File: config.mk
export PLATFORM = sky130hd
export DESIGN_NAME = delta_position_to_servo_angles_unit
export DESIGN_NICKNAME = d
export VERILOG_FILES = /design/src/design/dpsa_pkg.sv /design/src/design/delta_position_to_servo_angles_unit.sv /design/src/design/dpsa_divider.sv /design/src/design/dpsa_angles.sv /design/src/design/dpsa_out_buf.sv
export SDC_FILE = /design/constraint.sdc
export NUM_CORES = 2
export LEC_CHECK = 0
export BUFFER_PORTS_ARGS = -buffer_cell sky130_fd_sc_hd__buf_2
export CORE_MARGIN = 4
export CORE_UTILIZATION = 38
export DETAILED_ROUTE_END_ITERATION = 6
export SETUP_SLACK_MARGIN = 0.3
export SLEW_MARGIN = 20
export SYNTH_ARGS = -nofsm -noshare
export SYNTH_HDL_FRONTEND = slang
export SYNTH_SLANG_ARGS = --single-unit
File: constraint.sdc
create_clock -name clk -period 33.7 [get_ports clk]
set_input_delay 1.685 -clock clk [delete_from_list [all_inputs] [get_ports clk]]
set_output_delay 1.685 -clock clk [all_outputs]
set_load 0.02 [all_outputs]
File: src/design/dpsa_pkg.sv
// ----------------------------------------------------------------------------
// dpsa_pkg
// Shared types and constants of the delta arm position-to-servo-angle block.
// ----------------------------------------------------------------------------
`default_nettype none

package dpsa_pkg;

    // Register map of the configuration port
    localparam logic [1:0] REG_LIMIT_X = 2'd0;
    localparam logic [1:0] REG_LIMIT_Y = 2'd1;
    localparam logic [1:0] REG_LIMIT_Z = 2'd2;

    // Field widths
    localparam int COORD_W = 16;
    localparam int LIMIT_W = 15;
    localparam int ANGLE_W = 8;
    localparam int CFG_ADDR_W = 2;

    localparam logic [LIMIT_W-1:0] LIMIT_RESET = 15'd100;

    // Mapping divider: dividend is coordinate * span, quotient is at most 200
    localparam int NUM_W = 23;
    localparam int QUO_W = 8;
    localparam logic [7:0] SPAN_XY = 8'd200;
    localparam logic [7:0] SPAN_Z = 8'd100;
    localparam logic [7:0] MM_OFFSET = 8'd100;

    // base = (zq * 60) / 100 + 60 = floor(zq * 615 / 1024) + 60 for zq < 342
    localparam int BASE_RECIP = 615;
    localparam int BASE_SHIFT = 10;
    localparam logic [7:0] BASE_OFFSET = 8'd60;

    // Servo range
    localparam int SERVO_LO = 30;
    localparam int SERVO_HI = 150;

    typedef enum logic [1:0] {
        STATUS_OK    = 2'd0,
        STATUS_RANGE = 2'd1,
        STATUS_SERVO = 2'd2
    } status_t;

    // One result beat, status in the lowest bits
    typedef struct packed {
        logic [ANGLE_W-1:0] angle_three;
        logic [ANGLE_W-1:0] angle_two;
        logic [ANGLE_W-1:0] angle_one;
        status_t            status;
    } dpsa_result_t;

endpackage

`default_nettype wire

File: src/design/delta_position_to_servo_angles_unit.sv
// ----------------------------------------------------------------------------
// delta_position_to_servo_angles_unit
// Grid target to three delta arm servo angles, limit check and clamping.
// ----------------------------------------------------------------------------
//   channel   dir  handshake          payload
//   s_*       in   tvalid/tready      tdata: target_x, target_y, target_z
//   m_*       out  tvalid/tready      tdata: status, angle_one/two/three
//   cfg_*     in   cfg_wr_en          cfg_addr, cfg_wdata (limit_x/y/z)
//
// One target per cycle while the skid entry is free; from input beat to output
// beat a target passes the input register, the 8-stage mapping divider,
// 4 angle stages and the output register.
// Reset clears valid bits and loads all limits with 100; no warm-up.
// A stalled output holds the pipeline once the skid entry is full;
// s_tready depends only on registered state.
// ----------------------------------------------------------------------------
`default_nettype none

module delta_position_to_servo_angles_unit
    import dpsa_pkg::*;
#(
    parameter int FRAC_BITS = 16
)
(
    input  wire logic                  clk,
    input  wire logic                  rst_n,
    // target_x [15:0], target_y [31:16], target_z [47:32]
    input  wire logic                  s_tvalid,
    output logic                       s_tready,
    input  wire logic [47:0]           s_tdata,
    // status [1:0], angle_one [9:2], angle_two [17:10], angle_three [25:18]
    output logic                       m_tvalid,
    input  wire logic                  m_tready,
    output logic [31:0]                m_tdata,
    input  wire logic                  cfg_wr_en,
    input  wire logic [CFG_ADDR_W-1:0] cfg_addr,
    input  wire logic [LIMIT_W-1:0]    cfg_wdata
);

    logic [LIMIT_W-1:0] limit_x_reg;
    logic [LIMIT_W-1:0] limit_y_reg;
    logic [LIMIT_W-1:0] limit_z_reg;

    // Configuration registers
    always_ff @(posedge clk or negedge rst_n)
    begin
        if (!rst_n)
        begin
            limit_x_reg <= LIMIT_RESET;
            limit_y_reg <= LIMIT_RESET;
            limit_z_reg <= LIMIT_RESET;
        end
        else if (cfg_wr_en)
        begin
            unique case (cfg_addr)
                REG_LIMIT_X: limit_x_reg <= cfg_wdata;
                REG_LIMIT_Y: limit_y_reg <= cfg_wdata;
                REG_LIMIT_Z: limit_z_reg <= cfg_wdata;
                default: ;
            endcase
        end
    end

    logic adv;

    // Input stage: limit check and dividends
    logic signed [COORD_W-1:0] tx;
    logic signed [COORD_W-1:0] ty;
    logic signed [COORD_W-1:0] tz;
    logic                      oor;
    logic                      s0_vld_reg;
    logic                      s0_oor_reg;
    logic [NUM_W-1:0]          s0_nx_reg;
    logic [NUM_W-1:0]          s0_ny_reg;
    logic [NUM_W-1:0]          s0_nz_reg;

    assign tx = s_tdata[15:0];
    assign ty = s_tdata[31:16];
    assign tz = s_tdata[47:32];

    assign oor = tx[COORD_W-1] || (tx[LIMIT_W-1:0] > limit_x_reg) ||
                 ty[COORD_W-1] || (ty[LIMIT_W-1:0] > limit_y_reg) ||
                 tz[COORD_W-1] || (tz[LIMIT_W-1:0] > limit_z_reg);

    always_ff @(posedge clk)
    begin
        if (adv)
        begin
            s0_oor_reg <= oor;
            s0_nx_reg  <= NUM_W'(tx[LIMIT_W-1:0]) * NUM_W'(SPAN_XY);
            s0_ny_reg  <= NUM_W'(ty[LIMIT_W-1:0]) * NUM_W'(SPAN_XY);
            s0_nz_reg  <= NUM_W'(tz[LIMIT_W-1:0]) * NUM_W'(SPAN_Z);
        end
    end

    // Mapping dividers
    logic [QUO_W-1:0] qx_div;
    logic [QUO_W-1:0] qy_div;
    logic [QUO_W-1:0] qz_div;
    logic [QUO_W-1:0] qx;
    logic [QUO_W-1:0] qy;
    logic [QUO_W-1:0] qz;

    dpsa_divider u_div_x (
        .clk   (clk),
        .en    (adv),
        .numer (s0_nx_reg),
        .denom (limit_x_reg),
        .quot  (qx_div)
    );

    dpsa_divider u_div_y (
        .clk   (clk),
        .en    (adv),
        .numer (s0_ny_reg),
        .denom (limit_y_reg),
        .quot  (qy_div)
    );

    dpsa_divider u_div_z (
        .clk   (clk),
        .en    (adv),
        .numer (s0_nz_reg),
        .denom (limit_z_reg),
        .quot  (qz_div)
    );

    // Zero limit maps the axis to its low end
    assign qx = (limit_x_reg == '0) ? '0 : qx_div;
    assign qy = (limit_y_reg == '0) ? '0 : qy_div;
    assign qz = (limit_z_reg == '0) ? '0 : qz_div;

    // Valid and range flag alongside the divider stages
    logic [QUO_W-1:0] dv_vld_reg;
    logic [QUO_W-1:0] dv_oor_reg;

    always_ff @(posedge clk or negedge rst_n)
    begin
        if (!rst_n)
        begin
            s0_vld_reg <= 1'b0;
            dv_vld_reg <= '0;
        end
        else if (adv)
        begin
            s0_vld_reg <= s_tvalid;
            dv_vld_reg <= {dv_vld_reg[QUO_W-2:0], s0_vld_reg};
        end
    end

    always_ff @(posedge clk)
    begin
        if (adv)
        begin
            dv_oor_reg <= {dv_oor_reg[QUO_W-2:0], s0_oor_reg};
        end
    end

    // Angle pipeline
    logic         ang_vld;
    dpsa_result_t ang_res;

    dpsa_angles #(
        .FRAC_BITS (FRAC_BITS)
    ) u_angles (
        .clk        (clk),
        .rst_n      (rst_n),
        .en         (adv),
        .in_valid   (dv_vld_reg[QUO_W-1]),
        .in_oor     (dv_oor_reg[QUO_W-1]),
        .qx         (qx),
        .qy         (qy),
        .qz         (qz),
        .out_valid  (ang_vld),
        .out_result (ang_res)
    );

    // Output register and skid entry
    dpsa_result_t head;

    dpsa_out_buf u_out (
        .clk       (clk),
        .rst_n     (rst_n),
        .push      (ang_vld && adv),
        .push_data (ang_res),
        .space     (adv),
        .m_tvalid  (m_tvalid),
        .m_tready  (m_tready),
        .head      (head)
    );

    assign s_tready = adv;
    assign m_tdata  = {6'b0, head};

endmodule

`default_nettype wire

File: src/design/dpsa_divider.sv
// ----------------------------------------------------------------------------
// dpsa_divider
// Pipelined restoring divider, one quotient bit per stage, MSB first.
// Dividend must be below denom * 2^QUO_W.
// ----------------------------------------------------------------------------
`default_nettype none

module dpsa_divider
    import dpsa_pkg::*;
(
    input  wire logic               clk,
    input  wire logic               en,
    input  wire logic [NUM_W-1:0]   numer,
    input  wire logic [LIMIT_W-1:0] denom,
    output logic      [QUO_W-1:0]   quot
);

    logic [NUM_W-1:0] rem_reg [0:QUO_W-2];
    logic [QUO_W-1:0] quo_reg [0:QUO_W-1];

    for (genvar i = 0; i < QUO_W; i++) begin : g_stage
        logic [NUM_W-1:0] rem_in;
        logic [NUM_W-1:0] dsh;
        logic             take;
        logic [QUO_W-1:0] quo_in;
        logic [QUO_W-1:0] quo_next;

        if (i == 0) begin : g_first
            assign rem_in = numer;
            assign quo_in = '0;
        end
        else begin : g_rest
            assign rem_in = rem_reg[i-1];
            assign quo_in = quo_reg[i-1];
        end

        // Divisor aligned to this stage's quotient bit
        assign dsh = NUM_W'(denom) << (QUO_W - 1 - i);

        // Trial subtract
        assign take     = (rem_in >= dsh);
        assign quo_next = take ? (quo_in | (QUO_W'(1) << (QUO_W - 1 - i))) : quo_in;

        always_ff @(posedge clk)
        begin
            if (en)
            begin
                quo_reg[i] <= quo_next;
            end
        end

        // Last stage keeps no remainder
        if (i < QUO_W - 1) begin : g_rem
            logic [NUM_W-1:0] rem_next;

            assign rem_next = take ? (rem_in - dsh) : rem_in;

            always_ff @(posedge clk)
            begin
                if (en)
                begin
                    rem_reg[i] <= rem_next;
                end
            end
        end
    end

    assign quot = quo_reg[QUO_W-1];

endmodule

`default_nettype wire

File: src/design/dpsa_angles.sv
// ----------------------------------------------------------------------------
// dpsa_angles
// Four-stage angle pipeline: millimetre offsets and base angle, fixed-point
// products, theta sums, truncate/clamp/status.
// ----------------------------------------------------------------------------
`default_nettype none

module dpsa_angles
    import dpsa_pkg::*;
#(
    parameter int FRAC_BITS = 16
)
(
    input  wire logic             clk,
    input  wire logic             rst_n,
    input  wire logic             en,
    input  wire logic             in_valid,
    input  wire logic             in_oor,
    input  wire logic [QUO_W-1:0] qx,
    input  wire logic [QUO_W-1:0] qy,
    input  wire logic [QUO_W-1:0] qz,
    output logic                  out_valid,
    output dpsa_result_t          out_result
);

    // Theta holds up to 511 integer degrees plus sign
    localparam int TW = FRAC_BITS + 10;
    localparam int AW = TW - FRAC_BITS;

    localparam longint unsigned One = 64'd1 << FRAC_BITS;
    localparam longint unsigned CoFifth = (One * 64'd2 + 64'd5) / 64'd10;
    localparam longint unsigned CoTenth = (One + 64'd5) / 64'd10;
    localparam longint unsigned CoRoot =
        (One * 64'd173205080757 + 64'd500000000000) / 64'd1000000000000;

    localparam logic signed [TW-1:0] CO_FIFTH = TW'(CoFifth);
    localparam logic signed [TW-1:0] CO_TENTH = TW'(CoTenth);
    localparam logic signed [TW-1:0] CO_ROOT  = TW'(CoRoot);
    localparam logic signed [TW-1:0] TH_LO = TW'(SERVO_LO) <<< FRAC_BITS;
    localparam logic signed [TW-1:0] TH_HI = TW'(SERVO_HI) <<< FRAC_BITS;

    localparam int BP_W = QUO_W + BASE_SHIFT;

    // ---------------- stage A: millimetres and base angle ----------------
    logic                  a_vld_reg;
    logic                  a_oor_reg;
    logic signed [QUO_W:0] a_xm_reg;
    logic signed [QUO_W:0] a_ym_reg;
    logic [QUO_W-1:0]      a_base_reg;
    logic [BP_W-1:0]       base_prod;

    assign base_prod = BP_W'(qz) * BP_W'(BASE_RECIP);

    always_ff @(posedge clk)
    begin
        if (en)
        begin
            a_xm_reg   <= $signed({1'b0, qx}) - $signed({1'b0, MM_OFFSET});
            a_ym_reg   <= $signed({1'b0, qy}) - $signed({1'b0, MM_OFFSET});
            a_base_reg <= QUO_W'(base_prod >> BASE_SHIFT) + BASE_OFFSET;
            a_oor_reg  <= in_oor;
        end
    end

    // ---------------- stage B: fixed-point products ----------------
    logic                 b_vld_reg;
    logic                 b_oor_reg;
    logic signed [TW-1:0] b_bfx_reg;
    logic signed [TW-1:0] b_p5_reg;
    logic signed [TW-1:0] b_p10_reg;
    logic signed [TW-1:0] b_pr_reg;
    logic signed [TW-1:0] xm_w;
    logic signed [TW-1:0] ym_w;

    assign xm_w = TW'(a_xm_reg);
    assign ym_w = TW'(a_ym_reg);

    always_ff @(posedge clk)
    begin
        if (en)
        begin
            b_bfx_reg <= $signed(TW'(a_base_reg)) <<< FRAC_BITS;
            b_p5_reg  <= xm_w * CO_FIFTH;
            b_p10_reg <= xm_w * CO_TENTH;
            b_pr_reg  <= ym_w * CO_ROOT;
            b_oor_reg <= a_oor_reg;
        end
    end

    // ---------------- stage C: theta sums ----------------
    logic                 c_vld_reg;
    logic                 c_oor_reg;
    logic signed [TW-1:0] c_t1_reg;
    logic signed [TW-1:0] c_t2_reg;
    logic signed [TW-1:0] c_t3_reg;

    always_ff @(posedge clk)
    begin
        if (en)
        begin
            c_t1_reg  <= b_bfx_reg + b_p5_reg;
            c_t2_reg  <= b_bfx_reg - b_p10_reg + b_pr_reg;
            c_t3_reg  <= b_bfx_reg - b_p10_reg - b_pr_reg;
            c_oor_reg <= b_oor_reg;
        end
    end

    // ---------------- stage D: truncate, clamp, status ----------------
    logic                 d_vld_reg;
    dpsa_result_t         d_res_reg;
    dpsa_result_t         d_res_next;
    logic signed [TW-1:0] th [0:2];
    logic [ANGLE_W-1:0]   ang [0:2];
    logic [2:0]           bad;

    assign th[0] = c_t1_reg;
    assign th[1] = c_t2_reg;
    assign th[2] = c_t3_reg;

    for (genvar k = 0; k < 3; k++) begin : g_fin
        logic signed [AW-1:0] whole;

        // Thetas below zero clamp to the servo low end, so floor matches truncation
        assign whole  = AW'(th[k] >>> FRAC_BITS);
        assign bad[k] = (th[k] < TH_LO) || (th[k] > TH_HI);

        always_comb
        begin
            if (whole < AW'(SERVO_LO))
            begin
                ang[k] = ANGLE_W'(SERVO_LO);
            end
            else if (whole > AW'(SERVO_HI))
            begin
                ang[k] = ANGLE_W'(SERVO_HI);
            end
            else
            begin
                ang[k] = ANGLE_W'(whole);
            end
        end
    end

    always_comb
    begin
        if (c_oor_reg)
        begin
            d_res_next.status      = STATUS_RANGE;
            d_res_next.angle_one   = '0;
            d_res_next.angle_two   = '0;
            d_res_next.angle_three = '0;
        end
        else
        begin
            d_res_next.status      = (|bad) ? STATUS_SERVO : STATUS_OK;
            d_res_next.angle_one   = ang[0];
            d_res_next.angle_two   = ang[1];
            d_res_next.angle_three = ang[2];
        end
    end

    always_ff @(posedge clk)
    begin
        if (en)
        begin
            d_res_reg <= d_res_next;
        end
    end

    // Valid bits of all four stages
    always_ff @(posedge clk or negedge rst_n)
    begin
        if (!rst_n)
        begin
            a_vld_reg <= 1'b0;
            b_vld_reg <= 1'b0;
            c_vld_reg <= 1'b0;
            d_vld_reg <= 1'b0;
        end
        else if (en)
        begin
            a_vld_reg <= in_valid;
            b_vld_reg <= a_vld_reg;
            c_vld_reg <= b_vld_reg;
            d_vld_reg <= c_vld_reg;
        end
    end

    assign out_valid  = d_vld_reg;
    assign out_result = d_res_reg;

endmodule

`default_nettype wire

File: src/design/dpsa_out_buf.sv
// ----------------------------------------------------------------------------
// dpsa_out_buf
// Output register with one skid entry; the pipeline advances while the skid
// entry is free.
// ----------------------------------------------------------------------------
`default_nettype none

module dpsa_out_buf
    import dpsa_pkg::*;
(
    input  wire logic         clk,
    input  wire logic         rst_n,
    input  wire logic         push,
    input  wire dpsa_result_t push_data,
    output logic              space,
    output logic              m_tvalid,
    input  wire logic         m_tready,
    output dpsa_result_t      head
);

    dpsa_result_t head_reg;
    dpsa_result_t skid_reg;
    logic         head_vld_reg;
    logic         skid_vld_reg;
    logic         pop;

    assign pop = head_vld_reg && m_tready;

    // Control: push only happens while the skid entry is empty
    always_ff @(posedge clk or negedge rst_n)
    begin
        if (!rst_n)
        begin
            head_vld_reg <= 1'b0;
            skid_vld_reg <= 1'b0;
        end
        else if (pop)
        begin
            head_vld_reg <= skid_vld_reg || push;
            skid_vld_reg <= 1'b0;
        end
        else if (push && head_vld_reg)
        begin
            skid_vld_reg <= 1'b1;
        end
        else if (push)
        begin
            head_vld_reg <= 1'b1;
        end
    end

    // Payload
    always_ff @(posedge clk)
    begin
        if (pop)
        begin
            head_reg <= skid_vld_reg ? skid_reg : push_data;
        end
        else if (push && head_vld_reg)
        begin
            skid_reg <= push_data;
        end
        else if (push)
        begin
            head_reg <= push_data;
        end
    end

    assign space    = !skid_vld_reg;
    assign m_tvalid = head_vld_reg;
    assign head     = head_reg;

endmodule

`default_nettype wire

After elaboration in Yosys (flattened, before gate mapping). Memories as Yosys holds them, arrays and structs flattened. Index checks and enable logic that the tools add are counted.

Order comparisons: 39. Div/mod/pow operators: 0. Equality and inequality tests: 3. Bitwise gates (word level): 1. Multiplexer cells: 65. Reduce and logical (&&, ||, !) cells: 31. Shift-type cells: 0. Multipliers: 7. $add $sub $neg: 28.

Operators with widths (count): $mux W23 (21); $mux W26 (4); $gt A26 B25 Y1 const B (3); $lt A26 B22 Y1 const B (3); $mux W8 (9); $ge A23 B15 Y1 (3); $ge A23 B16 Y1 (3); $ge A23 B17 Y1 (3); $ge A23 B18 Y1 (3); $ge A23 B19 Y1 (3); $ge A23 B20 Y1 (3); $ge A23 B21 Y1 (3); $sub A23 B16 Y23 (3); $sub A23 B17 Y23 (3); $sub A23 B18 Y23 (3); $sub A23 B19 Y23 (3); $sub A23 B20 Y23 (3); $sub A23 B21 Y23 (3); $mul A15 B5 Y20 const B (3); $mul A9 B15 Y24 const B (2); $ge A23 B22 Y1 (2); $sub A23 B22 Y23 (2); $gt A15 B15 Y1 (3); $logic_not A15 Y1 (3); 31 further kinds (80).

Bits in read-only memories: 0. Input port bits: 70. Latch bits: 0. Logic and storage cells: 227. Output and inout bits: 34. Memory bits (writable): 675. Register bits after elaboration: 399. Memories: 6.

Memories: u_div_x.rem_reg (words 7, bits a word 23, read ports 7, clocked after Yosys merged registers in 0, wr ports 7, line dpsa_divider.sv:18) `logic [NUM_W-1:0] rem_reg [0:QUO_W-2];`; u_div_y.rem_reg (words 7, bits a word 23, read ports 7, clocked after Yosys merged registers in 0, wr ports 7, line dpsa_divider.sv:18); u_div_z.rem_reg (words 7, bits a word 23, read ports 7, clocked after Yosys merged registers in 0, wr ports 7, line dpsa_divider.sv:18); u_div_x.quo_reg (words 8, bits a word 8, read ports 8, clocked after Yosys merged registers in 0, wr ports 8, line dpsa_divider.sv:19) `logic [QUO_W-1:0] quo_reg [0:QUO_W-1];`; u_div_y.quo_reg (words 8, bits a word 8, read ports 8, clocked after Yosys merged registers in 0, wr ports 8, line dpsa_divider.sv:19); u_div_z.quo_reg (words 8, bits a word 8, read ports 8, clocked after Yosys merged registers in 0, wr ports 8, line dpsa_divider.sv:19).

Depth between registers and ports, before layout.
Depth in word-level cells: 6. Depth in mapped cells: 24. Mapped depth without buffers: 24.

By module. A second synthesis with hierarchy kept.

Cell total of the unflattened synthesis: 6445. Area, all modules: 69704.4 sq um.

Modules (own cells, without submodules): dpsa_angles (cells an instance 1595, area an instance 17421.7 sq um, sequential area each 6376.1 sq um, times used 1); dpsa_divider at u_div_z (cells an instance 1246, area an instance 13541.7 sq um, sequential area each 5915.7 sq um, times used 1); dpsa_divider at u_div_x (cells an instance 1298, area an instance 13471.7 sq um, sequential area each 5915.7 sq um, times used 1); dpsa_divider at u_div_y (cells an instance 1287, area an instance 13367.8 sq um, sequential area each 5915.7 sq um, times used 1); delta_position_to_servo_angles_unit (cells an instance 929, area an instance 9838.2 sq um, sequential area each 3434.5 sq um, times used 1); dpsa_out_buf (cells an instance 90, area an instance 2063.2 sq um, sequential area each 1611.5 sq um, times used 1).

Least setup slack after synthesis. OpenSTA, ideal clock, no wires.

Path type: reg2reg. Start: register u_out.skid_vld_reg. End: register u_out.head_reg (netlist bit u_out.head[0]) (enable). Setup time: 445 ps. Cell stages (with the launch flop): 5. Period minus slack after synthesis: 20691 ps. Setup slack: 13009 ps. Path buffers: 1. Arrival time: 20246 ps. Data required time: 33255 ps. Path through: dfrtp_1 -> clkbuf_1 -> inv_1 -> nand2_1 -> o21ai_0.

Word-level cells in the longest chain between the ends: 5. Elaborated cells between the ends (all ways): 6. Classes of those cells: eq/ne (1); reduce/logical (5).

RTL lines: from (decl) (line dpsa_out_buf.sv:24) `logic skid_vld_reg;`; from (signal assigned) (line dpsa_out_buf.sv:35) `skid_vld_reg <= 1'b0;`; from (signal assigned) (line dpsa_out_buf.sv:40) `skid_vld_reg <= 1'b0;`; from (signal assigned) (line dpsa_out_buf.sv:44) `skid_vld_reg <= 1'b1;`; $logic_not A1 Y1 * (line dpsa_out_buf.sv:69) `assign space = !skid_vld_reg;`; net s_tready (line delta_position_to_servo_angles_unit.sv:29) `output logic s_tready,`; $logic_and A1 B1 Y1 * (line delta_position_to_servo_angles_unit.sv:184) `.push (ang_vld && adv),`; $logic_and A1 B1 Y1 (line dpsa_out_buf.sv:59) `else if (push && head_vld_reg)`; $ne A2 B1 Y1 (no line); $reduce_and A2 Y1 (no line) *; to (signal assigned) (line dpsa_out_buf.sv:57) `head_reg <= skid_vld_reg ? skid_reg : push_data;`; to (signal assigned) (line dpsa_out_buf.sv:65) `head_reg <= push_data;`; to (decl) (line dpsa_out_buf.sv:21) `dpsa_result_t head_reg;`.

The timed path passes the listed nets; every way through them passes the cells marked *. A chain may end at the register's enable or synchronous reset.

Final worst setup path.
Start: register limit_z_reg[1]. End: register u_angles.a_base_reg[6], data pin.

Word-level cells in the longest chain between the ends: 4.

RTL lines: from (decl) (line delta_position_to_servo_angles_unit.sv:42) `logic [LIMIT_W-1:0] limit_z_reg;`; from (signal assigned) (line delta_position_to_servo_angles_unit.sv:58) `REG_LIMIT_Z: limit_z_reg <= cfg_wdata;`; $logic_not A15 Y1 (line delta_position_to_servo_angles_unit.sv:131) `assign qz = (limit_z_reg == '0) ? '0 : qz_div;`; $mux W8 (line delta_position_to_servo_angles_unit.sv:131); $mul A8 B10 Y18 (line dpsa_angles.sv:52) `assign base_prod = BP_W'(qz) * BP_W'(BASE_RECIP);`; $add A8 B6 Y8 (line dpsa_angles.sv:60) `a_base_reg <= QUO_W'(base_prod >> BASE_SHIFT) + BASE_OFFSET;`; to (signal assigned) (line dpsa_angles.sv:60); to (decl) (line dpsa_angles.sv:49) `logic [QUO_W-1:0] a_base_reg;`.

Every way passes these cells.

==> qor.csv <==
stage,metric,value,unit
die,die_area,179000,um2
clock_tree,cts_max_level,3,
global_routing,antenna_found_initial,2,
logic_synthesis,synth_top_family_by_area,adder cells,
route,vias,44700,
logic_synthesis,synth_area_leader_cell,edfxtp_1,
layout,largest_reg_flops,148,
critical_path,startpoint,limit_z_reg[1]$_DFFE_PN0P_,
logic_synthesis,synth_edf_count,872,
clock_tree,cts_buffers,109,
critical_path,timing.setup.critical_path_class,reg2reg,
flow_run,maxCapViolations,0,
timing,rsz0062_at_grt,false,
placement,io_buffers,97,
logic_synthesis,synth-simple-area-share,0.112,
critical_path,crit_chain,nor4_1 > nand4_1 > and2_1 > inv_1 > fa_1 > fa_1 > inv_1 > fa_1 > inv_1 > fa_1 > inv_1 > ha_1 > o2111ai_1 > o31ai_1 > a31o_2 > a21oi_1 > xor2_1 > ha_1 > nand2_1 > o41ai_1 > a221oi_1 > xnor2_1,
logic_synthesis,yosysMostFrequentCell,edfxtp_1,
logic_synthesis,netlist_instances,6037,
timing,setup-tns-final,0,ns
timing,skew,0.0604,ns
die,coreArea,170000,um2
timing,drv_slew,0,
logic_synthesis,synth_largest_type_area_fraction,0.400,
clock_tree,root_buffer,clkbuf_16,
logic_synthesis,synthArstFlopShare,0.0644,
layout,area_delta_synth_final,10.6,%
route,wl_per_cell,16.6,um
route,first_pass_iters,5,
global_routing,grtUsageMet2,0.272,
clock_tree,clkTransAtPathRegs,0.06,ns
logic_synthesis,synth_seq_cells,932,
logic_synthesis,yosysSeqAreaShare,0.423,
die,fp.dieW,423,um
hold_path,holdPathStages,0,
placement,place_congestion,0.869,
die,rows,151,
logic_synthesis,synth_area_per_cell,10.8,um2
critical_path,worstPathRequired,34.12,ns
layout,drive_above_1_share,0.0854,
global_routing,grt_max_degree,180,
global_routing,grtUsageMet3,0.0201,
logic_synthesis,synthAdderAreaFrac,0.204,
critical_path,cp_slowest_cell,dfrtp_1,
timing,relSlewSlack,0.290,
critical_path,reg2reg_depth,22,
critical_path,critPathCapture,u_angles.a_base_reg[6]$_DFFE_PN_,
outcome,status,completed,
timing,hold_viol,0,
route,drc,0,
timing,fmaxAchievable,147,MHz
layout,final_core_util,0.425,
critical_path,path_max_fanout,10,
clock_tree,cts_buffer_depth,3,
logic_synthesis,yosysWarnings,0,
clock_tree,cts.repair.resized,0,
placement,place_inst,8374,
die,num_io_pins,104,
global_routing,grt_pass1_wl,231000,um
critical_path,r2r-end,u_angles.a_base_reg[6]$_DFFE_PN_,
critical_path,endpoint_kind,register,
route,totalWireLength,142000,um
critical_path,arrival,7.24,ns
clock_tree,cts_tree,done,
clock_tree,post_cts_buffers,0,
layout,layout.nets,7242,
clock_tree,insertion_delay,0.73,ns
timing,fin_crit,6.82,ns
logic_synthesis,synth_mux_area_frac,0.0302,
route,drt-initial-drc-count,2522,
global_routing,grt_pass1_vias,44500,
hold_path,hp-class,reg2reg,
logic_synthesis,synth_ff_type,edfxtp_1,
route,ant_nets,0,
die,start_util,0.384,
clock_tree,hold_buffers,0,
global_routing,grtUsageMet1,0.206,
global_routing,overflow,0,
global_routing,grt_use_total,0.157,
logic_synthesis,ys_types,91,
timing,setup_viol,0,
critical_path,rrSetupSlack,26.88,ns
die,dieHeight,423,um
logic_synthesis,synthTopCellsByCount,"edfxtp_1, ha_1, inv_1",
global_routing,gr-max-usage-layer,met2,
placement,hpwl,109000,um
clock_tree,cts_num_sinks,932,
timing,period_share,0.202,
timing,tightestPinTransition,1.06,ns
critical_path,cpPeakStageDelay,0.64,ns
logic_synthesis,yosys.area_share.xor_xnor,0.0633,
route,avgViaCountPerCell,5.22,
critical_path,start_kind,register,
logic_synthesis,yosys-top-cells-area,"edfxtp_1, ha_1, fa_1",
layout,nFillCells,16100,
logic_synthesis,netlist_area,65400,um2
hold_path,hold_start,u_angles.b_p5_reg[3]$_DFFE_PN_,
logic_synthesis,synth_compound_area_frac,0.127,
layout,layout.cells.non_filler,8579,
critical_path,worstReg2RegStart,limit_z_reg[1]$_DFFE_PN0P_,
## kinds of logic after synthesis
group                    after synthesis
AND/OR/NAND/NOR                     1460
AO/OA/AOI/OAI                       1319
adder cells (fa/ha/maj)              982
flip-flops                           932
buffers and inverters                693
XOR/XNOR                             473
multiplexers                         177
other                                  1
## worst max-delay path, delay by kind of cell (launching register included)
| kind | cells | cell delay, ns |
|---|---|---|
| DFF | 1 | 0.64 |
| buffers and inverters | 4 | 0.26 |
| and+or+nand+nor | 4 | 1.35 |
| adders and majority gates | 6 | 2.45 |
| AOI/OAI and AO/OA | 6 | 1.48 |
| xor gates and xnor gates | 2 | 0.30 |
## cell usage in the layout, fill, tap and decap left out, types with 25 or more instances in the layout
cell,synthesis,layout
mux2_2,155,155
inv_1,589,588
nor4_1,67,67
edfxtp_1,872,872
a31oi_1,48,48
or3_1,55,55
o21ai_0,223,222
clkbuf_16,0,110
nor2_1,422,422
xnor2_1,314,314
nand2_1,253,253
o21ai_1,28,25
a21oi_1,473,472
o31ai_1,31,31
and2_1,46,46
a21boi_0,25,25
xor2_1,159,159
and3_1,32,32
nor3_1,142,142
fa_1,138,138
nand3_1,98,96
o21a_1,77,77
nand4_1,71,71
a21o_1,147,147
or2_2,33,33
ha_1,844,844
dfrtp_1,51,51
buf_2,6,96
nand2b_1,71,71
o21bai_1,46,46
buf_4,8,38
a211oi_1,45,44
nor2b_1,81,81
## through the flow
step | setup WS, ns | instance area, um2 | hold WS (ns)
2_1_floorplan | 13.01 | 65400 | 0.400
4_1_cts | 26.84 | 72300 | 0.414
3_3_place_gp | 26.97 | 68700 | 0.400
3_5_place_dp | 26.91 | 68800 | 0.405
5_1_grt | 26.35 | 72300 | 0.420
6_report | 26.88 | 72400 | 0.411
## final cells by class
type	count	area (um2)	share of cell area
Antenna cell	4	10.0	0.000138
Clock buffer	135	2870	0.0396
Clock inverter	66	692	0.00956
Inverter	592	2230	0.0308
Multi-Input combinational cell	4417	35200	0.486
Sequential cell	932	27700	0.383
Tap cell	2295	2870	0.0397
Timing Repair Buffer	138	832	0.0115
## metal layers
metal,wire length (um),vias to the layer above
li1,-,22400
met2,67800,723
met5,0,-
met1,65500,21400
met4,4100,0
met3,4880,225
## how the worst min path moves through the flow
stage	end	slack, ns
after CTS	u_div_x.quo_reg[1][29]$_DFFE_PN_	0.41
after global routing	u_angles.c_t1_reg[5]$_DFFE_PN_	0.42
after detailed placement	dv_oor_reg[6]$_DFFE_PN_	0.40
final	u_angles.c_t1_reg[3]$_DFFE_PN_	0.41
after floorplan	dv_oor_reg[0]$_DFFE_PN_	0.40
after global placement	u_angles.c_t1_reg[13]$_DFFE_PN_	0.40
Power is not shown: default switching activity piles up to over one toggle a cycle in this logic, so the estimate is an artifact.
